--- src/rtl/core/ipv4hc_pkg.sv ---
// Shared types, constants and helper functions for the IPv4 header check block.
`default_nettype none
package ipv4hc_pkg;

   localparam int COUNT_BITS = 17;
   localparam logic [COUNT_BITS-1:0] COUNT_MAX = {COUNT_BITS{1'b1}};

   localparam logic [5:0] HDR_MIN = 6'd20;
   localparam logic [5:0] HDR_CSUM_END = 6'd60;
   localparam int EV_BITS = 25;

   localparam int EV_TRUNC = 0;
   localparam int EV_NOT_V4 = 1;
   localparam int EV_BAD_HLEN = 2;
   localparam int EV_OVER_CAP = 3;
   localparam int EV_UNDER_HDR = 4;
   localparam int EV_SAME_ADDR = 5;
   localparam int EV_SRC_BCAST = 6;
   localparam int EV_DST_BCAST = 7;
   localparam int EV_LOOPBACK = 8;
   localparam int EV_SRC_THIS = 9;
   localparam int EV_DST_THIS = 10;
   localparam int EV_SRC_MCAST = 11;
   localparam int EV_SRC_RSVD = 12;
   localparam int EV_DST_RSVD = 13;
   localparam int EV_OPT_LEN = 14;
   localparam int EV_OPT_TRUNC = 15;
   localparam int EV_FRAG_RSVD = 16;
   localparam int EV_DF_OFFSET = 17;
   localparam int EV_FRAG_OVER = 18;
   localparam int EV_FRAG_ZERO = 19;
   localparam int EV_MF_DF = 20;
   localparam int EV_OPT_DOS = 21;
   localparam int EV_OPTS = 22;
   localparam int EV_UNASSIGNED = 23;
   localparam int EV_CSUM = 24;

   localparam logic [7:0] OPT_EOL = 8'h00;
   localparam logic [7:0] OPT_NOP = 8'h01;
   localparam logic [7:0] OPT_RR = 8'h07;
   localparam logic [7:0] OPT_TS = 8'h44;
   localparam logic [7:0] OPT_RA = 8'h94;

   localparam logic [15:0] FO_RSVD = 16'h8000;
   localparam logic [15:0] FO_DF = 16'h4000;
   localparam logic [15:0] FO_MF = 16'h2000;
   localparam logic [15:0] FO_OFFSET = 16'h1FFF;

   localparam logic [1:0] CSR_CSUM_EN = 2'd0;
   localparam logic [1:0] CSR_ADDR_EN = 2'd1;
   localparam logic [1:0] CSR_PROTO_MIN = 2'd2;

   typedef enum logic [2:0] {
      ST_OK = 3'd0,
      ST_TRUNC = 3'd1,
      ST_NOT_V4 = 3'd2,
      ST_BAD_HLEN = 3'd3,
      ST_OVER_CAP = 3'd4,
      ST_UNDER_HDR = 3'd5,
      ST_BAD_CSUM = 3'd6
   } status_type;

   typedef struct packed {
      logic [5:0] inv_bytes;
      logic [2:0] oflags;
      logic       ev_opt_len;
      logic       ev_opt_trunc;
      logic       ev_dos;
      logic       ev_opts;
   } walk_result_type;

   localparam int MC_COUNT = 14;
   localparam logic [31:0] MC_NET [MC_COUNT] = '{
      32'hE0010000, 32'hE0050000, 32'hE0060000, 32'hE0080000, 32'hE0100000,
      32'hE0200000, 32'hE0400000, 32'hE0800000, 32'hE1000000, 32'hE2000000,
      32'hE4000000, 32'hEA000000, 32'hEC000000, 32'hEE000000
   };
   localparam logic [31:0] MC_MASK [MC_COUNT] = '{
      32'hFFFF0000, 32'hFFFF0000, 32'hFFFE0000, 32'hFFF80000, 32'hFFF00000,
      32'hFFE00000, 32'hFFC00000, 32'hFF800000, 32'hFF000000, 32'hFE000000,
      32'hFC000000, 32'hFE000000, 32'hFE000000, 32'hFF000000
   };

   function automatic logic mc_reserved(input logic [31:0] addr);
      logic hit;
      hit = 1'b0;
      for (int i = 0; i < MC_COUNT; i++) begin
         if ((addr & MC_MASK[i]) == MC_NET[i]) hit = 1'b1;
      end
      return hit;
   endfunction

   function automatic logic dos_check(input logic [7:0] code, input logic [7:0] len,
                                      input logic [7:0] ptr, input logic [7:0] flag);
      logic [2:0] rem;
      logic       hit;
      rem = len[2:0] + 3'd1 - ptr[2:0];
      hit = 1'b0;
      if (code == OPT_RR && len >= 8'd3 && ptr < len) begin
         hit = (rem[1:0] != 2'd0);
      end else if (code == OPT_TS && len >= 8'd2 && ptr < len) begin
         hit = (rem[1:0] != 2'd0) || (flag[0] && rem != 3'd0);
      end
      return hit;
   endfunction

endpackage
`default_nettype wire

--- src/rtl/core/ipv4hc_opt_walk.sv ---
// Option walker: follows the IPv4 option list one byte per word.
`default_nettype none
module ipv4hc_opt_walk
   import ipv4hc_pkg::*;
(
   input  wire logic            clock,
   input  wire logic            reset,
   input  wire logic            step,
   input  wire logic            first,
   input  wire logic            pos_ok,
   input  wire logic [5:0]      pos,
   input  wire logic [7:0]      data,
   input  wire logic            last,
   input  wire logic [5:0]      hl,
   output walk_result_type      res
);

   logic [5:0] next_ff, next_in;
   logic       done_ff, done_in;
   logic       lpend_ff, lpend_in;
   logic       v1_ff, v1_in, v2_ff, v2_in;
   logic [7:0] h1_ff, h1_in, h2_ff, h2_in, h3_ff, h3_in;
   walk_result_type acc_ff, acc_in;

   logic [5:0] st_next;
   logic       st_done, st_lpend, st_v1, st_v2;
   logic [7:0] st_h1, st_h2, st_h3;
   walk_result_type st_acc;
   logic [5:0] opt_start;
   logic [8:0] opt_end;
   logic       valid_now;

   always_comb begin
      if (first) begin
         st_next = HDR_MIN;
         st_done = (hl <= HDR_MIN);
         st_lpend = 1'b0;
         st_v1 = 1'b0;
         st_v2 = 1'b0;
         st_h1 = 8'd0;
         st_h2 = 8'd0;
         st_h3 = 8'd0;
         st_acc = '0;
      end else begin
         st_next = next_ff;
         st_done = done_ff;
         st_lpend = lpend_ff;
         st_v1 = v1_ff;
         st_v2 = v2_ff;
         st_h1 = h1_ff;
         st_h2 = h2_ff;
         st_h3 = h3_ff;
         st_acc = acc_ff;
      end

      next_in = st_next;
      done_in = st_done;
      lpend_in = st_lpend;
      acc_in = st_acc;
      v1_in = st_v1;
      v2_in = st_v2;
      h1_in = st_h1;
      h2_in = st_h2;
      h3_in = st_h3;
      valid_now = 1'b0;
      opt_start = pos - 6'd1;
      opt_end = {3'd0, opt_start} + {1'b0, data};

      if (pos_ok) begin
         if (!st_done && !st_lpend && pos == st_next) begin
            if (data == OPT_EOL) begin
               done_in = 1'b1;
               acc_in.inv_bytes = hl - pos - 6'd1;
            end else if (data == OPT_NOP) begin
               acc_in.ev_opts = 1'b1;
               next_in = pos + 6'd1;
               done_in = (pos + 6'd1 == hl);
            end else begin
               if (data == OPT_RA) acc_in.oflags[1] = 1'b1;
               if (data == OPT_RR) acc_in.oflags[0] = 1'b1;
               if (pos + 6'd1 >= hl) begin
                  acc_in.ev_opt_trunc = 1'b1;
                  acc_in.inv_bytes = hl - pos;
                  done_in = 1'b1;
               end else begin
                  lpend_in = 1'b1;
               end
            end
         end else if (!st_done && st_lpend) begin
            lpend_in = 1'b0;
            if (data < 8'd2) begin
               acc_in.ev_opt_len = 1'b1;
               acc_in.inv_bytes = hl - opt_start;
               done_in = 1'b1;
            end else if (opt_end > {3'd0, hl}) begin
               acc_in.ev_opt_trunc = 1'b1;
               acc_in.inv_bytes = hl - opt_start;
               done_in = 1'b1;
            end else begin
               if (data == 8'd3) acc_in.oflags[2] = 1'b1;
               acc_in.ev_opts = 1'b1;
               next_in = opt_end[5:0];
               done_in = (opt_end[5:0] == hl);
               valid_now = 1'b1;
            end
         end

         if (st_v2 && dos_check(st_h3, st_h2, st_h1, data)) acc_in.ev_dos = 1'b1;
         if (last) begin
            if (valid_now && dos_check(st_h1, data, 8'd0, 8'd0)) acc_in.ev_dos = 1'b1;
            if (st_v1 && dos_check(st_h2, st_h1, data, 8'd0)) acc_in.ev_dos = 1'b1;
         end

         h1_in = data;
         h2_in = st_h1;
         h3_in = st_h2;
         v1_in = valid_now;
         v2_in = st_v1;
      end
   end

   always_ff @(posedge clock) begin
      if (reset) begin
         next_ff <= HDR_MIN;
         done_ff <= 1'b1;
         lpend_ff <= 1'b0;
         v1_ff <= 1'b0;
         v2_ff <= 1'b0;
         acc_ff <= '0;
      end else if (step) begin
         next_ff <= next_in;
         done_ff <= done_in;
         lpend_ff <= lpend_in;
         v1_ff <= v1_in;
         v2_ff <= v2_in;
         acc_ff <= acc_in;
      end
   end

   always_ff @(posedge clock) begin
      if (step) begin
         h1_ff <= h1_in;
         h2_ff <= h2_in;
         h3_ff <= h3_in;
      end
   end

   assign res = acc_ff;

endmodule
`default_nettype wire

--- src/rtl/core/ipv4hc_verdict.sv ---
// Verdict logic and result register.
`default_nettype none
module ipv4hc_verdict
   import ipv4hc_pkg::*;
(
   input  wire logic                  clock,
   input  wire logic                  reset,
   input  wire logic                  pend,
   input  wire logic [COUNT_BITS-1:0] cap,
   input  wire logic [7:0]            hdr0,
   input  wire logic [15:0]           iplen,
   input  wire logic [15:0]           fo,
   input  wire logic [7:0]            proto,
   input  wire logic [31:0]           src,
   input  wire logic [31:0]           dst,
   input  wire logic [15:0]           csum,
   input  wire logic                  unsure,
   input  wire logic                  cooked,
   input  wire logic                  csum_en,
   input  wire logic                  addr_en,
   input  wire logic [7:0]            proto_min,
   input  wire walk_result_type       walk,
   input  wire logic                  rsp_stall,
   output logic                       rsp_valid,
   output logic [2:0]                 rsp_status,
   output logic [EV_BITS-1:0]         rsp_event_flags,
   output logic                       rsp_is_fragment,
   output logic                       rsp_more_fragments,
   output logic                       rsp_dont_fragment,
   output logic [7:0]                 rsp_next_protocol,
   output logic                       rsp_next_protocol_valid,
   output logic [5:0]                 rsp_header_length,
   output logic [5:0]                 rsp_invalid_option_bytes,
   output logic [2:0]                 rsp_option_flags
);

   logic                 valid_ff;
   status_type           status_ff, status_in;
   logic [EV_BITS-1:0]   ev_ff, ev_in;
   logic                 frag_ff, frag_in, mf_ff, mf_in, df_ff, df_in;
   logic [7:0]           proto_ff, proto_in;
   logic                 pvalid_ff, pvalid_in;
   logic [5:0]           hl_ff, hl_in, inv_ff, inv_in;
   logic [2:0]           oflags_ff, oflags_in;

   logic [5:0]  ihl4;
   logic [15:0] payload;
   logic [16:0] off_sum;
   logic [12:0] off;
   logic        load;

   assign load = !valid_ff || !rsp_stall;

   always_comb begin
      ihl4 = {hdr0[3:0], 2'b00};
      status_in = ST_OK;
      ev_in = '0;
      frag_in = 1'b0;
      mf_in = 1'b0;
      df_in = 1'b0;
      proto_in = 8'd0;
      pvalid_in = 1'b0;
      hl_in = 6'd0;
      inv_in = 6'd0;
      oflags_in = 3'd0;
      payload = iplen - {10'd0, ihl4};
      off = fo[12:0] & FO_OFFSET[12:0];
      off_sum = {4'd0, off} + {1'b0, payload};

      if (cap < COUNT_BITS'(HDR_MIN)) begin
         if (!unsure) ev_in[EV_TRUNC] = 1'b1;
         status_in = ST_TRUNC;
      end else if (hdr0[7:4] != 4'd4) begin
         if (!unsure) ev_in[EV_NOT_V4] = 1'b1;
         status_in = ST_NOT_V4;
      end else if (ihl4 < HDR_MIN) begin
         ev_in[EV_BAD_HLEN] = 1'b1;
         status_in = ST_BAD_HLEN;
      end else if (COUNT_BITS'(iplen) > cap) begin
         ev_in[EV_OVER_CAP] = 1'b1;
         status_in = ST_OVER_CAP;
      end else if (iplen < {10'd0, ihl4}) begin
         ev_in[EV_UNDER_HDR] = 1'b1;
         status_in = ST_UNDER_HDR;
      end else begin
         ev_in[EV_SAME_ADDR] = (src == dst);
         ev_in[EV_SRC_BCAST] = (src == 32'hFFFFFFFF);
         ev_in[EV_DST_BCAST] = (dst == 32'hFFFFFFFF);
         ev_in[EV_LOOPBACK] = (src[31:24] == 8'h7F) || (dst[31:24] == 8'h7F);
         ev_in[EV_SRC_THIS] = (src[31:24] == 8'h00);
         ev_in[EV_DST_THIS] = (dst[31:24] == 8'h00);
         ev_in[EV_SRC_MCAST] = (src[31:28] == 4'hE);
         if (addr_en) begin
            ev_in[EV_SRC_RSVD] = (src[31:28] == 4'hF) || mc_reserved(src);
            ev_in[EV_DST_RSVD] = (dst[31:28] == 4'hF) || mc_reserved(dst);
         end
         if (csum_en && csum != 16'hFFFF && !cooked) begin
            if (!unsure) ev_in[EV_CSUM] = 1'b1;
            status_in = ST_BAD_CSUM;
         end
      end

      if (status_in == ST_OK) begin
         hl_in = ihl4;
         inv_in = walk.inv_bytes;
         oflags_in = walk.oflags;
         ev_in[EV_OPT_LEN] = walk.ev_opt_len;
         ev_in[EV_OPT_TRUNC] = walk.ev_opt_trunc;
         ev_in[EV_OPT_DOS] = walk.ev_dos;
         ev_in[EV_OPTS] = walk.ev_opts;
         ev_in[EV_FRAG_RSVD] = (fo & FO_RSVD) != 16'd0;
         df_in = (fo & FO_DF) != 16'd0;
         mf_in = (fo & FO_MF) != 16'd0;
         ev_in[EV_DF_OFFSET] = df_in && (off != 13'd0);
         ev_in[EV_FRAG_OVER] = off_sum[16];
         frag_in = (off != 13'd0) || mf_in;
         ev_in[EV_FRAG_ZERO] = frag_in && (payload == 16'd0);
         ev_in[EV_MF_DF] = mf_in && df_in;
         proto_in = proto;
         if (!frag_in) begin
            if (proto >= proto_min) ev_in[EV_UNASSIGNED] = 1'b1;
            else pvalid_in = 1'b1;
         end
      end
   end

   always_ff @(posedge clock) begin
      if (reset) begin
         valid_ff <= 1'b0;
      end else if (load) begin
         valid_ff <= pend;
      end
   end

   always_ff @(posedge clock) begin
      if (load && pend) begin
         status_ff <= status_in;
         ev_ff <= ev_in;
         frag_ff <= frag_in;
         mf_ff <= mf_in;
         df_ff <= df_in;
         proto_ff <= proto_in;
         pvalid_ff <= pvalid_in;
         hl_ff <= hl_in;
         inv_ff <= inv_in;
         oflags_ff <= oflags_in;
      end
   end

   assign rsp_valid = valid_ff;
   assign rsp_status = status_ff;
   assign rsp_event_flags = ev_ff;
   assign rsp_is_fragment = frag_ff;
   assign rsp_more_fragments = mf_ff;
   assign rsp_dont_fragment = df_ff;
   assign rsp_next_protocol = proto_ff;
   assign rsp_next_protocol_valid = pvalid_ff;
   assign rsp_header_length = hl_ff;
   assign rsp_invalid_option_bytes = inv_ff;
   assign rsp_option_flags = oflags_ff;

endmodule
`default_nettype wire

--- src/rtl/core/ipv4_header_check_top.sv ---
// Top level of the IPv4 header check block.
//
// Packet bytes arrive on the req_ channel, one word per byte, starting at the
// first IPv4 header byte; req_last_byte marks the final captured byte. Each
// packet yields exactly one verdict word on the rsp_ channel; other bytes give
// none. A word is taken when valid is high and stall is low.
// Throughput: one byte per cycle across packets while req_stall is low.
// A verdict passes from its last byte through the input register and the
// header/option state update, then the verdict register.
// While a verdict waits under rsp_stall, bytes keep flowing until the next
// verdict needs the result register; then req_stall rises until it drains.
// Registers on the csr_ channel (index 0 checksum enable, 1 address checks,
// 2 lowest unassigned protocol) are always ready and should be written idle.
// Reset is synchronous: it empties the pipeline, restores the register
// defaults and starts a new packet with the next byte.
`default_nettype none
module ipv4_header_check_top
   import ipv4hc_pkg::*;
(
   input  wire logic                clock,
   input  wire logic                reset,
   input  wire logic                req_valid,
   output logic                     req_stall,
   input  wire logic [7:0]          req_pkt_byte,
   input  wire logic                req_last_byte,
   input  wire logic                req_unsure_encap,
   input  wire logic                req_cooked_packet,
   output logic                     rsp_valid,
   input  wire logic                rsp_stall,
   output logic [2:0]               rsp_status,
   output logic [EV_BITS-1:0]       rsp_event_flags,
   output logic                     rsp_is_fragment,
   output logic                     rsp_more_fragments,
   output logic                     rsp_dont_fragment,
   output logic [7:0]               rsp_next_protocol,
   output logic                     rsp_next_protocol_valid,
   output logic [5:0]               rsp_header_length,
   output logic [5:0]               rsp_invalid_option_bytes,
   output logic [2:0]               rsp_option_flags,
   input  wire logic                csr_valid,
   output logic                     csr_ready,
   input  wire logic [1:0]          csr_index,
   input  wire logic [7:0]          csr_wdata
);

   logic csum_en_ff, addr_en_ff;
   logic [7:0] proto_min_ff;

   logic       s1_valid_ff;
   logic [7:0] s1_byte_ff;
   logic       s1_last_ff, s1_unsure_ff, s1_cooked_ff;

   logic                  new_pkt_ff;
   logic [COUNT_BITS-1:0] cnt_ff, cnt_in, cnt_base;
   logic [15:0]           csum_ff, csum_in;
   logic [16:0]           csum_sum;
   logic [15:0]           csum_base;
   logic [7:0]            hdr0_ff, proto_ff;
   logic [15:0]           iplen_ff, fo_ff;
   logic [31:0]           src_ff, dst_ff;
   logic                  unsure_ff, cooked_ff;
   logic                  pend_ff;

   logic       advance, step, pos_ok;
   logic [5:0] pos, hl_cur;
   walk_result_type walk;

   assign csr_ready = 1'b1;

   always_ff @(posedge clock) begin
      if (reset) begin
         csum_en_ff <= 1'b1;
         addr_en_ff <= 1'b0;
         proto_min_ff <= 8'd143;
      end else if (csr_valid) begin
         unique case (csr_index)
            CSR_CSUM_EN: csum_en_ff <= csr_wdata[0];
            CSR_ADDR_EN: addr_en_ff <= csr_wdata[0];
            CSR_PROTO_MIN: proto_min_ff <= csr_wdata;
            default: ;
         endcase
      end
   end

   assign advance = !(pend_ff && rsp_valid && rsp_stall);
   assign req_stall = !advance;
   assign step = advance && s1_valid_ff;

   always_ff @(posedge clock) begin
      if (reset) begin
         s1_valid_ff <= 1'b0;
         pend_ff <= 1'b0;
      end else if (advance) begin
         s1_valid_ff <= req_valid;
         pend_ff <= s1_valid_ff && s1_last_ff;
      end
   end

   always_ff @(posedge clock) begin
      if (advance) begin
         s1_byte_ff <= req_pkt_byte;
         s1_last_ff <= req_last_byte;
         s1_unsure_ff <= req_unsure_encap;
         s1_cooked_ff <= req_cooked_packet;
      end
   end

   always_comb begin
      cnt_base = new_pkt_ff ? '0 : cnt_ff;
      cnt_in = (cnt_base == COUNT_MAX) ? cnt_base : cnt_base + 1'b1;
      pos = cnt_base[5:0];
      pos_ok = (cnt_base[COUNT_BITS-1:6] == '0);
      hl_cur = new_pkt_ff ? {s1_byte_ff[3:0], 2'b00} : {hdr0_ff[3:0], 2'b00};
      csum_base = new_pkt_ff ? 16'd0 : csum_ff;
      csum_sum = {1'b0, csum_base} + (pos[0] ? {9'd0, s1_byte_ff} : {1'b0, s1_byte_ff, 8'd0});
      csum_in = csum_base;
      if (pos_ok && pos < HDR_CSUM_END && pos < hl_cur) begin
         csum_in = csum_sum[16] ? csum_sum[15:0] + 16'd1 : csum_sum[15:0];
      end
   end

   always_ff @(posedge clock) begin
      if (reset) begin
         new_pkt_ff <= 1'b1;
         cnt_ff <= '0;
         csum_ff <= 16'd0;
      end else if (step) begin
         new_pkt_ff <= s1_last_ff;
         cnt_ff <= cnt_in;
         csum_ff <= csum_in;
      end
   end

   always_ff @(posedge clock) begin
      if (step) begin
         if (new_pkt_ff) begin
            unsure_ff <= s1_unsure_ff;
            cooked_ff <= s1_cooked_ff;
         end
         if (pos_ok) begin
            case (pos)
               6'd0: hdr0_ff <= s1_byte_ff;
               6'd2: iplen_ff[15:8] <= s1_byte_ff;
               6'd3: iplen_ff[7:0] <= s1_byte_ff;
               6'd6: fo_ff[15:8] <= s1_byte_ff;
               6'd7: fo_ff[7:0] <= s1_byte_ff;
               6'd9: proto_ff <= s1_byte_ff;
               6'd12: src_ff[31:24] <= s1_byte_ff;
               6'd13: src_ff[23:16] <= s1_byte_ff;
               6'd14: src_ff[15:8] <= s1_byte_ff;
               6'd15: src_ff[7:0] <= s1_byte_ff;
               6'd16: dst_ff[31:24] <= s1_byte_ff;
               6'd17: dst_ff[23:16] <= s1_byte_ff;
               6'd18: dst_ff[15:8] <= s1_byte_ff;
               6'd19: dst_ff[7:0] <= s1_byte_ff;
               default: ;
            endcase
         end
      end
   end

   ipv4hc_opt_walk u_walk (
      .clock  (clock),
      .reset  (reset),
      .step   (step),
      .first  (new_pkt_ff),
      .pos_ok (pos_ok),
      .pos    (pos),
      .data   (s1_byte_ff),
      .last   (s1_last_ff),
      .hl     (hl_cur),
      .res    (walk)
   );

   ipv4hc_verdict u_verdict (
      .clock                    (clock),
      .reset                    (reset),
      .pend                     (pend_ff),
      .cap                      (cnt_ff),
      .hdr0                     (hdr0_ff),
      .iplen                    (iplen_ff),
      .fo                       (fo_ff),
      .proto                    (proto_ff),
      .src                      (src_ff),
      .dst                      (dst_ff),
      .csum                     (csum_ff),
      .unsure                   (unsure_ff),
      .cooked                   (cooked_ff),
      .csum_en                  (csum_en_ff),
      .addr_en                  (addr_en_ff),
      .proto_min                (proto_min_ff),
      .walk                     (walk),
      .rsp_stall                (rsp_stall),
      .rsp_valid                (rsp_valid),
      .rsp_status               (rsp_status),
      .rsp_event_flags          (rsp_event_flags),
      .rsp_is_fragment          (rsp_is_fragment),
      .rsp_more_fragments       (rsp_more_fragments),
      .rsp_dont_fragment        (rsp_dont_fragment),
      .rsp_next_protocol        (rsp_next_protocol),
      .rsp_next_protocol_valid  (rsp_next_protocol_valid),
      .rsp_header_length        (rsp_header_length),
      .rsp_invalid_option_bytes (rsp_invalid_option_bytes),
      .rsp_option_flags         (rsp_option_flags)
   );

   a_block_on_full: assert property (@(posedge clock) disable iff (reset)
      pend_ff && rsp_valid && rsp_stall |-> req_stall)
      else $error("input taken while verdict blocked");

   a_drop_clears: assert property (@(posedge clock) disable iff (reset)
      rsp_valid && rsp_status != ST_OK |-> rsp_header_length == 6'd0 &&
      rsp_next_protocol == 8'd0 && rsp_invalid_option_bytes == 6'd0)
      else $error("dropped verdict carries fields");

   a_ok_hlen: assert property (@(posedge clock) disable iff (reset)
      rsp_valid && rsp_status == ST_OK |-> rsp_header_length >= HDR_MIN &&
      rsp_invalid_option_bytes <= rsp_header_length - HDR_MIN)
      else $error("option cut count exceeds option area");

   a_pend_from_last: assert property (@(posedge clock) disable iff (reset)
      $rose(pend_ff) |-> $past(s1_last_ff))
      else $error("verdict raised without last byte");

endmodule
`default_nettype wire
--- config.mk ---
export PLATFORM = sky130hd
export DESIGN_NAME = ipv4_header_check_top
export DESIGN_NICKNAME = d
export VERILOG_FILES = /design/src/rtl/core/ipv4hc_pkg.sv /design/src/rtl/core/ipv4hc_opt_walk.sv /design/src/rtl/core/ipv4hc_verdict.sv /design/src/rtl/core/ipv4_header_check_top.sv
export SDC_FILE = /design/constraint.sdc
export NUM_CORES = 1
export LEC_CHECK = 0
export BUFFER_PORTS_ARGS = -buffer_cell sky130_fd_sc_hd__buf_2
export CELL_PAD_IN_SITES_DETAIL_PLACEMENT = 2
export CELL_PAD_IN_SITES_GLOBAL_PLACEMENT = 2
export CORE_MARGIN = 2
export CORE_UTILIZATION = 44
export CTS_CLUSTER_SIZE = 30
export DETAILED_ROUTE_END_ITERATION = 12
export PLACE_DENSITY = 0.88
export SYNTH_ARGS = -nofsm -noshare
export SYNTH_HDL_FRONTEND = slang
export SYNTH_SLANG_ARGS = --single-unit
--- constraint.sdc ---
create_clock -name clock -period 17.4 [get_ports clock]
set_input_delay 4.35 -clock clock [delete_from_list [all_inputs] [get_ports clock]]
set_output_delay 4.35 -clock clock [all_outputs]
set_load 0.02 [all_outputs]
==> run summary, run 1 <==
Cell type with the largest total area after synthesis: edfxtp_1
Routability cong.: 0.876
Power Dens Cells: 87.8 nW/µm²
Syn-to-layout area delta: 12.4%
Fin. Hold Viols: 0
Int Pwr: 1110 µW
Layout fillers: 3532
Period minus WS final: 9.73 ns
Drt wl/cell: 29.4 µm
Yosys warning count: 0
CTS sink cnt: 272
Synth top area share: 0.399
Post_cts resized: 0
Status: finished clean
Pin count of the biggest net entering global routing: 68
DIE AREA: 36100 µm²
Critical Path RT: 13.05 ns
Post-synth cell types: 78
Clock slew at reported path FFs: 0.06 ns
Post-CTS Setup Bufs: 0
Fmax: 103 MHz
Vias in the first global route: 14300
Routed vias/inst: 6.27
Max-slew violations: 0
Clock power frac: 0.435
Async S/R FF share, synth: 0
Initial antenna violation count: 2
# setup viols final: 0
Arr. time, crit path: 5.38 ns
Drt pass-1 iters: 5
Clock skew: 0.0447 ns
Number of port buffers: 80
Layout cells sized above 1: 0.111
Top cells by area, synth: edfxtp_1, dfxtp_1, ha_1
Avg Inst Size Synth: 10.3 µm²
Slew @ Worst Pin: 1.18 ns
Worst Hold Slack: 0.448 ns
Rows: 68
Detailed Route WL: 59900 µm
Initial DRC count: 834
Sequential power share: 0.477
Worst setup SP type: input port
Top-count cell post-synth: edfxtp_1
Grt ovf: 0
Worst-case clock buffer depth: 3
Die X: 190 µm
P_leak: 0.00648 µW
RSZ-0062 raised after global routing: no
First-pass GRT wire length: 90000 µm
Period utilization: 0.559
Post-synth EDFFs: 202
All-Layer GR Usage: 0.331
IO Count: 84
Setup TNS: 0 ns
Final instance area: 17100 µm²
NetSw: 393 µW
Synth top cells by count: edfxtp_1, nand2_1, nor2_1
Yosys reg bits: 272
Core Region: 34300 µm²
DP Wirelength: 37900 µm
Dpl cell area: 16100 µm²
Sequential-to-total area share from yosys stat: 0.491
VDD IR max: 79.0 µV
Max FO, Critical Path: 15
Post-route ant nets: 0
Cell Area, Synth: 15200 µm²
H-tree depth: 1
Cts hold-fix bufs: 0
Clock Latency Late Sink: 0.61 ns
Synth Instances: 1481
HP Class: flip-flop to flip-flop
Synth Flop Type: edfxtp_1
Sw frac: 0.261
Post-route DRC: 0
CTS root buf: clkbuf_16
Setup crit end kind: output pin
Final nets: 1691
Die height: 190 µm
Worst rel slew slack: 0.210
Combinational Power Share: 0.088
Effective utilization at floorplan: 0.444
WS Path Type: input port to output pin
Antenna fix cells: 0
CTS tree: built
Via Count: 12800
Max Cap Viol: 0
Clock buffer count from CTS: 30
worst max-delay path, stage by stage:
cell and delay, ns:
buf_2 0.15, nand3_1 0.53, inv_1 0.17, buf_2 0.19
power groups by stage:
stage	combinational, µW	sequential, µW	clock, µW
global route	141	717	678
finish	132	716	653
floorplan	75.5	729	0
global placement	115	728	0
CTS	131	716	658
detailed placement	124	729	0
metrics by stage:
stage	total power, µW	util	worst slack [ns]	instances
global placement	843	0.470	7.76	1981
finish	1500	0.499	7.67	2037
floorplan	805	-	8.03	1482
detailed placement	853	0.470	7.65	1981
CTS	1500	0.499	7.66	2037
global route	1540	0.499	7.60	2037
state kept, by name, summed over array words and instances, names as in the netlist, 13 cells and up:
| register | count |
|---|---|
| csum_ff | 16 |
| iplen_ff | 16 |
| src_ff | 32 |
| u_walk.res | 13 |
| dst_ff | 32 |
| u_verdict.rsp_event_flags | 25 |
| cnt_ff | 17 |
| fo_ff | 16 |
layout make-up:
type	count	area (µm²)	area share
multi-input combinational	1080	7250	0.424
clock buffer	42	826	0.0483
clock inverter	14	145	0.00849
timing repair buffer	103	573	0.0335
sequential	272	7470	0.437
tap	455	569	0.0333
inverter	71	267	0.0156
final timing paths:
path                                   start             to  slack (ns)  cells past startpoint
worst max-delay path               rsp_stall      req_stall        7.67                      4
worst min-delay path            s1_unsure_ff      unsure_ff        0.45                      0
worst max register to register    new_pkt_ff  u_walk.res[1]       10.37                     17
worst min register to register  s1_unsure_ff      unsure_ff        0.45                      0
per-layer routing:
layer  share of wire  GRT usage  wire length (µm)
met1            0.38      0.373             22700
met2            0.51      0.598             30500
met3           0.050     0.0493              2980
met4           0.060      0.189              3610
met5               0          0                 0
cell families after synthesis:
family,Yosys count,synth area share
other,2,0.000494
XOR/XNOR,110,0.0633
flip-flops,272,0.491
AO/OA/AOI/OAI,297,0.127
AND/OR/NAND/NOR,543,0.180
multiplexers,19,0.0133
adder cells (fa/ha/maj),108,0.0911
buffers and inverters,130,0.0336
cell usage in the layout (no fill, tap or decap), types with 10 or more instances in the layout:
master     instances
nand4_1           37
a21o_1            29
a21oi_1           78
and2_1            37
mux2_2            10
edfxtp_1         202
inv_1             69
nor2_1           111
nand2b_1          10
a211o_1           11
nor3_1            36
dfxtp_1           69
nor4_1            35
a31oi_1           11
buf_2             80
a22oi_1           11
xnor2_1           41
buf_4             23
xor2_1            69
o21ai_0           72
a211oi_1          15
and3_1            13
nand2_1          143
nor2b_1           46
clkbuf_16         30
nand3_1           32
ha_1             102
Power figures use the tool's default switching activity.
==> run 2, diff against run 1 <==
CORE_UTILIZATION = 41   (was 44)
PLACE_DENSITY = 0.83   (was 0.88)
clock period = 9.35 ns   (was 17.4 ns; I/O delays follow)
==> run 2 against run 1 <==
Sequential power grew 86%; final cell count grew 0.69%; die area grew 7.2%.
==> run summary, run 2 (synthesis results as in run 1) <==
RSZ-0062 raised after global routing: no
Fin. Hold Viols: 0
Core Util, Final: 0.468
Die height: 197 µm
Setup TNS: 0 ns
DP Wirelength: 37500 µm
Final nets: 1694
Vias in the first global route: 14200
Worst setup SP type: flip-flop
Clock Latency Late Sink: 0.61 ns
Slew @ Worst Pin: 1.34 ns
# setup viols final: 0
HP Start: s1_unsure_ff
Period minus WS final: 6.07 ns
Dpl ws: 3.26 ns
IO Count: 84
WS Path Type: flip-flop to flip-flop
CTS sink cnt: 272
Placed cell count: 1997
Post_cts resized: 0
Crit path cell chain: inv_1 > nor2_1 > inv_1 > ha_1 > inv_1 > fa_1 > a21o_1 > a21oi_1 > xnor2_1 > ha_1 > nor4bb_1 > nand3_1 > a211o_1 > a211oi_1 > nand3_1 > or4_1 > a311oi_1
Critical Path RT: 9.83 ns
All-Layer GR Usage: 0.296
Detailed Route WL: 57000 µm
Arr. time, crit path: 6.55 ns
Setup ws final: 3.28 ns
Routed vias/inst: 6.09
Die X: 197 µm
Max Cap Viol: 0
Crit Reg-Reg Startpoint: cnt_ff[1]
Slowest stage delay, CP: 0.68 ns
Critical path's top delay family: simple AND/OR/NAND/NOR gates
Worst Path Buf+Inv: 3
Via Count: 12500
Worst rel slew slack: 0.101
First-pass GRT wire length: 86900 µm
Grt ovf: 0
H-tree depth: 1
Core Region: 36600 µm²
Setup crit end kind: flip-flop
Initial DRC count: 938
DIE AREA: 38700 µm²
Post-route insts no fill: 2051
Layout cells sized above 1: 0.111
Drt wl/cell: 27.8 µm
Power Dens Cells: 162 nW/µm²
Most frequent cells in the layout: edfxtp_1, nand2_1, nor2_1
Cts hold-fix bufs: 0
Post-route DRC: 0
Fmax: 165 MHz
Max FO, Critical Path: 11
Pin count of the biggest net entering global routing: 68
P_leak: 0.00649 µW
Effective utilization at floorplan: 0.416
CTS tree: built
VDD IR max: 127 µV
Commonest non-fill, non-tap cell in the layout: edfxtp_1
Slowest cell on the critical path: or4_1
Clock skew: 0.0393 ns
Routability cong.: 0.877
Antenna fix cells: 0
Worst-case clock buffer depth: 3
Power Total: 2780 µW
Clock buffer count from CTS: 30
Drt pass-1 iters: 5
Number of port buffers: 80
Syn-to-layout area delta: 12.6%
Post-CTS Setup Bufs: 0
Worst setup path start: cnt_ff[1]
Period utilization: 0.649
HP Class: flip-flop to flip-flop
Status: finished clean
Post-route ant nets: 0
Max-slew violations: 0
Initial antenna violation count: 3
CTS root buf: clkbuf_16
CP most frequent cell: inv_1
Clock slew at reported path FFs: 0.07 ns
Rows: 70
## run 2: cell types whose count changed in the layout (fill, tap and decap cells not counted)
cell and delta:
clkinv_8 +1, clkbuf_8 -1, clkbuf_1 -2, buf_4 +3, inv_6 -1, clkinv_16 -1
clkinv_1 +2, clkinvlp_4 +1, clkinv_2 -2, clkbuf_16 +1
## run 2: layout make-up
| class | count | area (µm²) |
|---|---|---|
| Multi-Input combinational cell | 1080 | 7250 |
| Inverter | 71 | 267 |
| Clock buffer | 40 | 830 |
| Sequential cell | 272 | 7470 |
| Clock inverter | 14 | 128 |
| Fill cell | 3780 | 19500 |
| Tap cell | 468 | 586 |
| Timing Repair Buffer | 106 | 596 |
## run 2: worst paths after layout
path                            slack [ns]       endpoint  depth (start not counted)
worst max register to register        3.28  u_walk.res[1]                         17
worst max-delay path                  3.28  u_walk.res[1]                         17
worst min-delay path                  0.47      unsure_ff                          0
worst min register to register        0.47      unsure_ff                          0
## run 2: metal layers
layer,up-vias,routed length [µm],track usage
met5,-,0,0
met1,6351,22500,0.345
met3,157,2760,0.0392
li1,5547,-,-
met4,0,2420,0.129
met2,428,29300,0.544
## run 2: report_power, final
part	internal [µW]	leakage [µW]	switching [µW]
sequential	1310	0.00244	17.3
combinational	77.6	0.00358	168
clock	675	0.000467	531
## run 2: stage by stage
step | area [µm²] | hold slack [ns]
after floorplan | 15200 | 0.400
after detailed placement | 16200 | 0.431
final | 17100 | 0.468
after CTS | 17100 | 0.470
after global placement | 16200 | 0.444
after global routing | 17100 | 0.488
==> run 3, diff against run 2 <==
ABC_AREA = 1   (was unset)
CORE_UTILIZATION = 35   (was 41)
PLACE_DENSITY = 0.79   (was 0.83)
clock period = 5.05 ns   (was 9.35 ns; I/O delays follow)
==> run 3 against run 2 <==
Cell area is 7.9% higher; final cell count is 29% higher; area after synthesis is 7.1% higher; worst hold slack worse by 0.022 ns; count of clock-buffer cells in the layout is 1 higher; setup slack worse by 2.7 ns; first-iteration DRC count is 2.3% higher; sequential share of layout area is 3.2 points lower; critical endpoint is now u_walk.next_ff[2]; largest cell class is now multi-input gates; highest routed layer unchanged.
==> run summary, run 3 <==
VDD IR max: 224 µV
Largest family of logic cells by synthesized area: simple AND/OR/NAND/NOR gates
Via Count: 14600
Period utilization: 0.890
Cell type with the largest total area after synthesis: edfxtp_1
Post-CTS Setup Bufs: 0
Dpl ws: 0.612 ns
Status: finished clean
Rows: 79
Async S/R FF share, synth: 0
Worst-case clock buffer depth: 3
Hold Crit Depth: 0
Max-slew violations: 0
Die height: 220 µm
Layout fillers: 5218
Yosys reg bits: 272
Fin. Hold Viols: 0
Layout cells sized above 1: 0.114
CTS sink cnt: 272
CTS tree: built
Pin count of the biggest net entering global routing: 52
Cts hold-fix bufs: 0
Top-count cell post-synth: nand2_1
Max FO, Critical Path: 37
Clock Latency Late Sink: 0.60 ns
Routability cong.: 0.882
Cell Area, Synth: 16300 µm²
HP Start: s1_unsure_ff
Post-route ant nets: 0
Post-synth cell types: 61
Clock buffer count from CTS: 30
Clock skew: 0.0213 ns
Grt ovf: 0
Area occupied by multi-input gates: 7610 µm²
Antenna fix cells: 0
WS Path Type: flip-flop to flip-flop
Clock slew at reported path FFs: 0.07 ns
Dpl cell area: 17500 µm²
Sequential cell area: 7470 µm²
Initial antenna violation count: 0
Post-synth EDFFs: 202
Hold endpoint: unsure_ff
Synth top area share: 0.372
Critical Path RT: 5.50 ns
Setup TNS: 0 ns
Synth Area in Simple Gates: 0.238
Reg2reg path depth: 24
Setup ws final: 0.557 ns
H-tree depth: 1
Power Dens Cells: 295 nW/µm²
Number of port buffers: 80
R2R Path End: u_walk.next_ff[2]
Vias in the first global route: 15800
# setup viols final: 0
DP Wirelength: 46100 µm
Post_cts resized: 0
Compound-Gate Fraction of Synth Area: 0.106
Syn-to-layout area delta: 13.3%
Yosys warning count: 0
First-pass GRT wire length: 97600 µm
Routed vias/inst: 5.50
Synth Flop Type: edfxtp_1
Arr. time, crit path: 4.94 ns
Synth top cells by count: nand2_1, inv_1, nor2_1
CTS root buf: clkbuf_16
Worst reg-to-reg setup slack: 0.56 ns
DIE AREA: 48300 µm²
Synth Instances: 1920
Core Region: 46300 µm²
HP Class: flip-flop to flip-flop
Final nets: 2149
Sequential-to-total area share from yosys stat: 0.458
P_leak: 0.00761 µW
Detailed Route WL: 63800 µm
Commonest non-fill, non-tap cell in the layout: nand2_1
Final instance area: 18500 µm²
Period minus WS final: 4.49 ns
Drt wl/cell: 24.1 µm
Effective utilization at floorplan: 0.352
Mux cell area share after synthesis: 0
Max Cap Viol: 0
Post-route DRC: 0
Slew @ Worst Pin: 1.18 ns
Drt pass-1 iters: 5
Initial DRC count: 960
Most frequent cells in the layout: nand2_1, inv_1, nor2_1
Post-synthesis adder-cell area fraction: 0.0844
Worst setup SP type: flip-flop
All-Layer GR Usage: 0.265
Top cells by area, synth: edfxtp_1, nand2_1, dfxtp_1
Synth Area in XOR/XNOR: 0.0371
Crit Reg-Reg Startpoint: new_pkt_ff
Power Total: 5450 µW
Setup crit end kind: flip-flop
RSZ-0062 raised after global routing: no
Worst rel slew slack: 0.204
IO Count: 84
Fmax: 223 MHz
Die X: 220 µm
Avg Inst Size Synth: 8.49 µm²
## run 3: power by group
part | switching (µW) | internal [µW] | total [µW]
logic | 453 | 178 | 631
registers | 38.1 | 2450 | 2490
clock network | 1010 | 1310 | 2330
total | 1510 | 3940 | 5450
## run 3: worst max-delay path: stages, from the launching register on
cell	delay, ns
dfxtp_2	0.37
inv_12	0.21
nand2_4	0.22
ha_1	0.31
xor2_1	0.25
inv_1	0.11
ha_1	0.36
nand2_1	0.09
nand2_1	0.06
a31oi_1	0.20
xnor2_1	0.15
ha_1	0.32
nand2_1	0.06
nor3_1	0.19
nand3_1	0.13
a21oi_1	0.21
nand3_1	0.21
inv_1	0.12
nand2_1	0.20
nand2_1	0.12
nand2_1	0.06
o21bai_1	0.14
nand2_1	0.06
o21ai_0	0.07
nand2_1	0.07
## run 3: layout make-up
cell class                 instances  share of cell area
clock buffer                      41              0.0450
inverter                         255              0.0529
clock inverter                    15             0.00996
sequential                       272               0.404
timing repair buffer             112              0.0347
tap                              607              0.0411
multi-input combinational       1345               0.412
## run 3: metal layers
metal,vias up,part of all wire,global-route usage
met1,7389,0.43,0.333
met3,93,0.040,0.0279
met5,-,0,0
met2,384,0.51,0.480
li1,6686,-,-
met4,0,0.023,0.0700
## run 3: worst max path at each step
stage               cells after the start                           to  startpoint  slack, ns
floorplan                               1  u_verdict.rsp_dont_fragment   rsp_stall       0.70
global placement                       22               u_walk.res[11]  new_pkt_ff       0.92
detailed placement                     22               u_walk.res[11]  new_pkt_ff       0.61
CTS                                    22               u_walk.res[11]  new_pkt_ff       0.59
global route                           22               u_walk.res[11]  new_pkt_ff       0.14
finish                                 24            u_walk.next_ff[2]  new_pkt_ff       0.56
## run 3: kinds of logic after synthesis
group	after synthesis
buf+inv	304
other cells	2
xor+xnor	69
simple gates	858
flops	272
fa+ha+maj	107
compound gates	308
## run 3: metrics by stage
stage | util | std cells | hold slack [ns]
2_1_floorplan | - | 1921 | 0.400
3_3_place_gp | 0.377 | 2591 | 0.414
5_1_grt | 0.399 | 2647 | 0.462
3_5_place_dp | 0.377 | 2591 | 0.434
6_report | 0.399 | 2647 | 0.446
4_1_cts | 0.399 | 2647 | 0.449
